==> src/sv/dcr_sqrt.sv <==
`timescale 1ns / 1ps
// ----------------------------------------------------------------------------
// dcr_sqrt: pipelined integer square root
// One result bit per stage, floor of the root, with a side word carried along.
// ----------------------------------------------------------------------------
module dcr_sqrt #(
    parameter int RW     = 25,
    parameter int SIDE_W = 8
) (
    input  logic              i_clk,
    input  logic              i_rst_n,
    input  logic              i_valid,
    output logic              o_ready,
    input  logic [2*RW-1:0]   i_rad,
    input  logic [SIDE_W-1:0] i_side,
    output logic              o_valid,
    input  logic              i_ready,
    output logic [RW-1:0]     o_root,
    output logic [SIDE_W-1:0] o_side
);

    localparam int SW = 2 * RW;

    logic              r_v    [RW];
    logic [SW-1:0]     r_rem  [RW];
    logic [SW-1:0]     r_res  [RW];
    logic [SIDE_W-1:0] r_side [RW];

    logic              cur_v    [RW];
    logic [SW-1:0]     cur_rem  [RW];
    logic [SW-1:0]     cur_res  [RW];
    logic [SIDE_W-1:0] cur_side [RW];
    logic [SW-1:0]     n_rem    [RW];
    logic [SW-1:0]     n_res    [RW];
    logic              adv      [RW];

    // Select each stage's source: the input port or the stage before
    always_comb begin
        cur_v[0]    = i_valid;
        cur_rem[0]  = i_rad;
        cur_res[0]  = '0;
        cur_side[0] = i_side;
        for (int k = 1; k < RW; k++) begin
            cur_v[k]    = r_v[k-1];
            cur_rem[k]  = r_rem[k-1];
            cur_res[k]  = r_res[k-1];
            cur_side[k] = r_side[k-1];
        end
    end

    // Resolve one root bit per stage
    always_comb begin
        logic [SW-1:0] one;
        logic [SW-1:0] trial;
        for (int k = 0; k < RW; k++) begin
            one   = {{(SW-1){1'b0}}, 1'b1} << (SW - 2 - 2 * k);
            trial = cur_res[k] + one;
            if (cur_rem[k] >= trial) begin
                n_rem[k] = cur_rem[k] - trial;
                n_res[k] = (cur_res[k] >> 1) + one;
            end else begin
                n_rem[k] = cur_rem[k];
                n_res[k] = cur_res[k] >> 1;
            end
        end
    end

    // A stage advances when empty or when the one after it advances
    always_comb begin
        adv[RW-1] = !r_v[RW-1] || i_ready;
        for (int k = RW - 2; k >= 0; k--) begin
            adv[k] = !r_v[k] || adv[k+1];
        end
    end

    always_ff @(posedge i_clk) begin
        if (!i_rst_n) begin
            for (int k = 0; k < RW; k++) begin
                r_v[k] <= 1'b0;
            end
        end else begin
            for (int k = 0; k < RW; k++) begin
                if (adv[k]) begin
                    r_v[k] <= cur_v[k];
                end
            end
        end
    end

    always_ff @(posedge i_clk) begin
        for (int k = 0; k < RW; k++) begin
            if (adv[k]) begin
                r_rem[k]  <= n_rem[k];
                r_res[k]  <= n_res[k];
                r_side[k] <= cur_side[k];
            end
        end
    end

    assign o_ready = adv[0];
    assign o_valid = r_v[RW-1];
    assign o_root  = r_res[RW-1][RW-1:0];
    assign o_side  = r_side[RW-1];

endmodule

==> config.mk <==
export PLATFORM = sky130hd
export DESIGN_NAME = dcr_sqrt
export DESIGN_NICKNAME = d
export VERILOG_FILES = /design/src/sv/dcr_sqrt.sv
export SDC_FILE = /design/constraint.sdc
export NUM_CORES = 2
export LEC_CHECK = 0
export ABC_AREA = 1
export BUFFER_PORTS_ARGS = -buffer_cell sky130_fd_sc_hd__buf_2
export CELL_PAD_IN_SITES_DETAIL_PLACEMENT = 0
export CELL_PAD_IN_SITES_GLOBAL_PLACEMENT = 1
export CORE_ASPECT_RATIO = 1.4
export CORE_UTILIZATION = 56
export DETAILED_ROUTE_END_ITERATION = 6
export PLACE_DENSITY = 0.82
export SYNTH_ARGS = -nofsm -noshare
export SYNTH_HDL_FRONTEND = slang
export SYNTH_SLANG_ARGS = --single-unit
==> constraint.sdc <==
create_clock -name i_clk -period 29 [get_ports i_clk]
set_input_delay 5.8 -clock i_clk [delete_from_list [all_inputs] [get_ports i_clk]]
set_output_delay 5.8 -clock i_clk [all_outputs]
set_load 0.05 [all_outputs]
== Word level (Yosys, flattened, before mapping) ==
Memory sizes are Yosys's and may differ from the RTL's.
Cells that the tools add are included.

* $add $sub $neg: 73
* Magnitude comparators: 25
* Multiplexer cells: 176
* Bitwise operators: 25
* Reduce and logical (&&, ||, !) cells: 50

{| class="wikitable"
|+ Operators with widths
! kind !! count
|-
| 50-bit 2-to-1 mux || 49
|-
| 50-bit >= comparator || 24
|-
| 50-bit subtractor || 24
|-
| 1-bit 2-to-1 mux || 126
|-
| 49-bit by 1-bit adder with 50-bit output (second input constant) || 1
|-
| 49-bit by 11-bit adder with 50-bit output (second input constant) || 1
|-
| 49-bit by 13-bit adder with 50-bit output (second input constant) || 1
|-
| 49-bit by 15-bit adder with 50-bit output (second input constant) || 1
|-
| 49-bit by 17-bit adder with 50-bit output (second input constant) || 1
|-
| 49-bit by 19-bit adder with 50-bit output (second input constant) || 1
|-
| 49-bit by 21-bit adder with 50-bit output (second input constant) || 1
|-
| 49-bit by 23-bit adder with 50-bit output (second input constant) || 1
|-
| 49-bit by 25-bit adder with 50-bit output (second input constant) || 1
|-
| 49-bit by 27-bit adder with 50-bit output (second input constant) || 1
|-
| 49-bit by 29-bit adder with 50-bit output (second input constant) || 1
|-
| 49-bit by 3-bit adder with 50-bit output (second input constant) || 1
|-
| 49-bit by 31-bit adder with 50-bit output (second input constant) || 1
|-
| 49-bit by 33-bit adder with 50-bit output (second input constant) || 1
|-
| 49-bit by 35-bit adder with 50-bit output (second input constant) || 1
|-
| 49-bit by 37-bit adder with 50-bit output (second input constant) || 1
|-
| 49-bit by 39-bit adder with 50-bit output (second input constant) || 1
|-
| 49-bit by 41-bit adder with 50-bit output (second input constant) || 1
|-
| 49-bit by 43-bit adder with 50-bit output (second input constant) || 1
|-
| 49-bit by 45-bit adder with 50-bit output (second input constant) || 1
|-
| 34 further kinds || 106
|}

* Bits in registers: 0
* RAM bits: 2,725
* Input bits: 62
* Output and inout bits: 35
* Logic and storage cells: 353
* Memories kept: 4

{| class="wikitable"
|+ Memories
! memory !! words !! width !! read ports !! clocked after memory_dff !! wr ports !! line !! text
|-
| r_rem || 25 || 50 || 24 || 0 || 25 || 25 || <nowiki>logic [SW-1:0] r_rem [RW];</nowiki>
|-
| r_res || 25 || 50 || 25 || 0 || 25 || 26 || <nowiki>logic [SW-1:0] r_res [RW];</nowiki>
|-
| r_side || 25 || 8 || 25 || 0 || 25 || 27 || <nowiki>logic [SIDE_W-1:0] r_side [RW];</nowiki>
|-
| r_v || 25 || 1 || 25 || 0 || 25 || 24 || <nowiki>logic r_v [RW];</nowiki>
|}

== Depth between registers and ports, before layout ==
An unclocked memory read counts as a cell.

* Word-level depth: 31
* Mapped depth: 21
* Mapped depth without buffers: 21

== Worst setup path before layout ==
Ideal clock, no wire load.

* Path type: input to output
* Start point: input i_ready
* End point: output o_ready
* Arrival time: 15.065 ns
* Data required time: 23.200 ns
* Path slack: 8.135 ns
* Stages: 14
* Path buffers: 0
* Path through: inv_1 nand4_2 nor2_4 nand4_4 nor2_4 nand4_4 nor2_4 nand4_4 nor2_4 nand4_4 nor2_4 nand4_4 nor2_4 nand2_1

{| class="wikitable"
|+ RTL lines
! what !! line !! text
|-
| start, declared || 17 || <nowiki>input logic i_ready,</nowiki>
|-
| end, declared || 13 || <nowiki>output logic o_ready,</nowiki>
|}

==> impl_summary.txt <==
----------------------------------------------------
[Power]
  Combinational share of power ... 0.248
  Leakage ... 36.8 nW
  Net Sw Frac ... 0.329
  Sum of internal, switching and leakage power ... 0.00790 W
  Share of total power in the clock network ... 0.258
  Pint ... 0.00530 W
  Total net switching power ... 0.00260 W
  Peak supply drop ... 0.0624 mV
  Share of total power in sequential cells ... 0.493
  Power density relative to cell area ... 87.9 mW/mm²

[Timing]
  Clock tree skew after final layout ... roughly 0.055 ns
  Final clock period utilization by the worst path ... 0.564
  Worst-case hold slack ... 0.414 ns
  Maximum clock frequency ... 0.0612 GHz
  Unrepaired setup endpoints after global routing ... no
  Final hold vios ... 0
  Slew of the pin with the lowest slew margin ... 1.22 ns
  Final number of setup-violating endpoints ... 0
  Post-layout min period ... 16.35 ns
  Relative slew margins ... 0.181
  Setup TNS ... 0 ns
  Max-slew violation count ... 0

[Worst setup path]
  WS Path Type ... primary input to output pin
  Crit end category ... output pin
  Arrival @ worst endpoint ... 10.55 ns
  Setup slack on the worst flop-to-flop path ... 23.67 ns
  Critical path launch point type ... primary input
  Max Fanout on Critical Path ... 71
  Required time at the endpoint of the critical path ... ~23 ns

[Clock network]
  CTS sink count ... 1,750
  Maximum number of buffers from clock root to sink ... 3
  Clk Latency, worst-skew pair ... 0.82 ns
  Post-CTS setup buffers ... 0
  # resized after CTS ... 0
  CTS root buf ... sky130_fd_sc_hd__clkbuf_16
  TritonCTS clock tree ... done
  Clock transition at path regs ... 0.07 ns
  CTS H-Tree Depth ... 4
  Clock buffers created by TritonCTS ... about 160
  Hold buffer count at CTS ... 0

[Floorplan]
  Area inside the core boundary ... 0.145 mm²
  Cell Rows ... 165
  Starting density of the core ... 0.566
  Number of top-level pins ... 97
  Height of the die ... 455 µm
  Die footprint ... 0.148 mm²
  Die X-Extent ... between 300 and 400 µm

[Global route]
  Pin count of the biggest net entering global routing ... 84
  Overall global routing resource usage ... 0.249
  Number of global-route vias before repair ... 51,600
  Number of antenna violations at the first check in global routing ... 2
  Final global-route overflow total ... 0
  First-pass GRT wire length ... 284,000 µm

[Worst hold path]
  Worst hold path class ... register to register

[Cells and area]
  Share of cells above drive strength 1 ... 0.0637
  Number of filler instances in the final layout ... ~11,000
  Fin nets ... 7,728
  Area growth from synthesis to layout ... 9.70%

[Synthesis]
  Sequential-to-total area share from yosys stat ... 0.642
  Number of distinct library cells after synthesis ... 75
  Number of nets produced by synthesis ... 7,508
  Seq cells post-synth ... ~1,800
  Synthesized cell area ... 0.0819 mm²
  Most used flip-flop cell after synthesis ... sky130_fd_sc_hd__edfxtp_1
  Syn. warnings ... 0
  Number of synthesized flops with an enable pin ... 1,750
  Avg Cell Area, Syn ... 11.5 µm²
  Post-synthesis instance total ... 7,100
  Fraction of registers with async set/reset ... 0

[Placement]
  Total half-perimeter wirelength after legalization and detailed placement ... roughly 140,000 µm
  Port bufs ... 96
  Final GP Congestion ... 0.907

[Drt]
  Detailed-route vias per instance ... 5.44
  First-pass iteration count of the detailed router ... 5
  Number of vias in the routed layout ... approximately 51,000
  Average routed wire per standard cell ... 19.5 µm
  Remaining antenna violation count after routing ... 0
  Iteration-0 DRC Markers ... around 3,100
  Remaining routing DRC violations ... 0
  DRT Wirelength ... 183,000 µm

[Status]
  Result of the run ... finished clean

[Job]
  Max-cap violations ... 0

----------------------------------------------------
## per-stage QoR
step	utilization	instance area, µm²	worst slack [ns]	instances
floorplan	-	81900	8.14	7100
global placement	0.586	84700	12.70	9075
detailed placement	0.586	84700	12.55	9075
CTS	0.621	89800	12.51	9360
global route	0.621	89800	12.18	9361
finish	0.621	89800	12.65	9361
## worst paths after layout
| kind | from | to | cells after the start |
|---|---|---|---|
| max | i_ready | o_ready | 20 |
| min | r_side[0][86] | r_side[0][94] | 0 |
| max reg2reg | r_v[0][24] | r_rem[0][0] | 18 |
| min reg2reg | r_side[0][86] | r_side[0][94] | 0 |
## power by group through the flow
stage / clock network (W) / logic, W / registers [W]
floorplan: 0 / 0.00150 / 0.00375
global placement: 0 / 0.00194 / 0.00395
detailed placement: 0 / 0.00195 / 0.00395
CTS: 0.00208 / 0.00197 / 0.00391
global route: 0.00218 / 0.00222 / 0.00395
finish: 0.00204 / 0.00196 / 0.00390
## final cells by class
type | count | area (µm²) | area share
diodes | 1 | 2.50 | 0.0000279
well taps | 1920 | 2400 | 0.0267
repair buffers | 126 | 706 | 0.00785
flip-flops and latches | 1750 | 52600 | 0.585
clock inverters | 95 | 858 | 0.00955
inverters | 996 | 3740 | 0.0416
clock buffers | 190 | 4240 | 0.0472
multi-input cells | 4283 | 25300 | 0.282
## cells by family (layout without fill, tap and decap cells)
| family | after synthesis | after routing | share of synthesized area |
|---|---|---|---|
| other cells | 0 | 1 | 0 |
| buf+inv | 1067 | 1407 | 0.0496 |
| simple gates | 2364 | 2364 | 0.128 |
| xor+xnor | 543 | 543 | 0.0581 |
| compound gates | 1030 | 1030 | 0.0696 |
| flops | 1750 | 1750 | 0.642 |
| fa+ha+maj | 346 | 346 | 0.0529 |
## state kept, by name, indices dropped and copies added (netlist names)
signal / flops
r_res: 325
r_v: 25
r_rem: 1200
r_side: 200
## critical path: stages
cell and delay, ns:
sky130_fd_sc_hd__buf_2 0.09, sky130_fd_sc_hd__inv_1 0.18, sky130_fd_sc_hd__nand4_4 0.38, sky130_fd_sc_hd__nor2_4 0.34, sky130_fd_sc_hd__nand4_4 0.22, sky130_fd_sc_hd__nor2_4 0.20
sky130_fd_sc_hd__nand4_4 0.21, sky130_fd_sc_hd__nor2_4 0.21, sky130_fd_sc_hd__nand4_4 0.08, sky130_fd_sc_hd__buf_4 0.35, sky130_fd_sc_hd__nor2_4 0.33, sky130_fd_sc_hd__nand4_4 0.09
sky130_fd_sc_hd__buf_4 0.38, sky130_fd_sc_hd__nor2_4 0.27, sky130_fd_sc_hd__nand4_4 0.08, sky130_fd_sc_hd__buf_4 0.37, sky130_fd_sc_hd__nor2_4 0.27, sky130_fd_sc_hd__nand2_2 0.08
sky130_fd_sc_hd__buf_4 0.26, sky130_fd_sc_hd__buf_2 0.27
## metal layers
metal,up-vias,track usage,wire (µm)
li1,25200,-,-
met1,24600,0.263,67300
met2,853,0.502,104000
met3,299,0.0270,4990
met4,0,0.0891,5900
met5,-,0,0
## Yosys cell counts (11+ instances only)
master | count | share of area
sky130_fd_sc_hd__a21o_1 | 15 | 0.0014
sky130_fd_sc_hd__a21oi_1 | 441 | 0.027
sky130_fd_sc_hd__a31oi_1 | 31 | 0.0024
sky130_fd_sc_hd__buf_2 | 25 | 0.0015
sky130_fd_sc_hd__clkbuf_1 | 38 | 0.0017
sky130_fd_sc_hd__edfxtp_1 | 1750 | 0.64
sky130_fd_sc_hd__ha_1 | 346 | 0.053
sky130_fd_sc_hd__inv_1 | 988 | 0.045
sky130_fd_sc_hd__nand2_1 | 893 | 0.041
sky130_fd_sc_hd__nand3_1 | 197 | 0.012
sky130_fd_sc_hd__nand3b_1 | 13 | 0.0012
sky130_fd_sc_hd__nand4_1 | 95 | 0.0073
sky130_fd_sc_hd__nor2_1 | 770 | 0.035
sky130_fd_sc_hd__nor3_1 | 115 | 0.0070
sky130_fd_sc_hd__nor4_1 | 153 | 0.012
sky130_fd_sc_hd__o2111ai_1 | 17 | 0.0018
sky130_fd_sc_hd__o211ai_1 | 23 | 0.0021
sky130_fd_sc_hd__o21a_1 | 20 | 0.0018
sky130_fd_sc_hd__o21ai_0 | 384 | 0.023
sky130_fd_sc_hd__o21bai_1 | 15 | 0.0014
sky130_fd_sc_hd__o31ai_1 | 11 | 0.0010
sky130_fd_sc_hd__or2_2 | 36 | 0.0027
sky130_fd_sc_hd__or4_1 | 22 | 0.0020
sky130_fd_sc_hd__xnor2_1 | 237 | 0.025
sky130_fd_sc_hd__xor2_1 | 306 | 0.033
## layout by cell type (no fill, tap or decap), types with 8 or more instances in the layout
cell type and count:
sky130_fd_sc_hd__nor2_4 8, sky130_fd_sc_hd__or2_2 36, sky130_fd_sc_hd__xnor2_1 237, sky130_fd_sc_hd__nand3_1 195
sky130_fd_sc_hd__o21ai_1 10, sky130_fd_sc_hd__or4_1 22, sky130_fd_sc_hd__nor3_1 115, sky130_fd_sc_hd__nand4_1 95
sky130_fd_sc_hd__nand3b_1 13, sky130_fd_sc_hd__buf_2 96, sky130_fd_sc_hd__xor2_1 306, sky130_fd_sc_hd__clkbuf_1 24
sky130_fd_sc_hd__a211oi_1 8, sky130_fd_sc_hd__a21oi_1 441, sky130_fd_sc_hd__clkinv_16 8, sky130_fd_sc_hd__o21a_1 20
sky130_fd_sc_hd__a21o_1 15, sky130_fd_sc_hd__nand2_1 890, sky130_fd_sc_hd__clkinvlp_4 8, sky130_fd_sc_hd__ha_1 346
sky130_fd_sc_hd__o21ai_2 10, sky130_fd_sc_hd__nor4_1 153, sky130_fd_sc_hd__clkinv_1 30, sky130_fd_sc_hd__o2111ai_1 17
sky130_fd_sc_hd__buf_4 30, sky130_fd_sc_hd__edfxtp_1 1750, sky130_fd_sc_hd__a31oi_1 31, sky130_fd_sc_hd__o211ai_1 23
sky130_fd_sc_hd__o31ai_1 11, sky130_fd_sc_hd__nor2_1 769, sky130_fd_sc_hd__inv_1 977, sky130_fd_sc_hd__inv_2 19
sky130_fd_sc_hd__o21bai_1 15, sky130_fd_sc_hd__o21ai_0 384, sky130_fd_sc_hd__clkbuf_16 166, sky130_fd_sc_hd__nand3_2 9
sky130_fd_sc_hd__clkinv_2 30
Note: power is estimated with default switching activity, not from simulation.
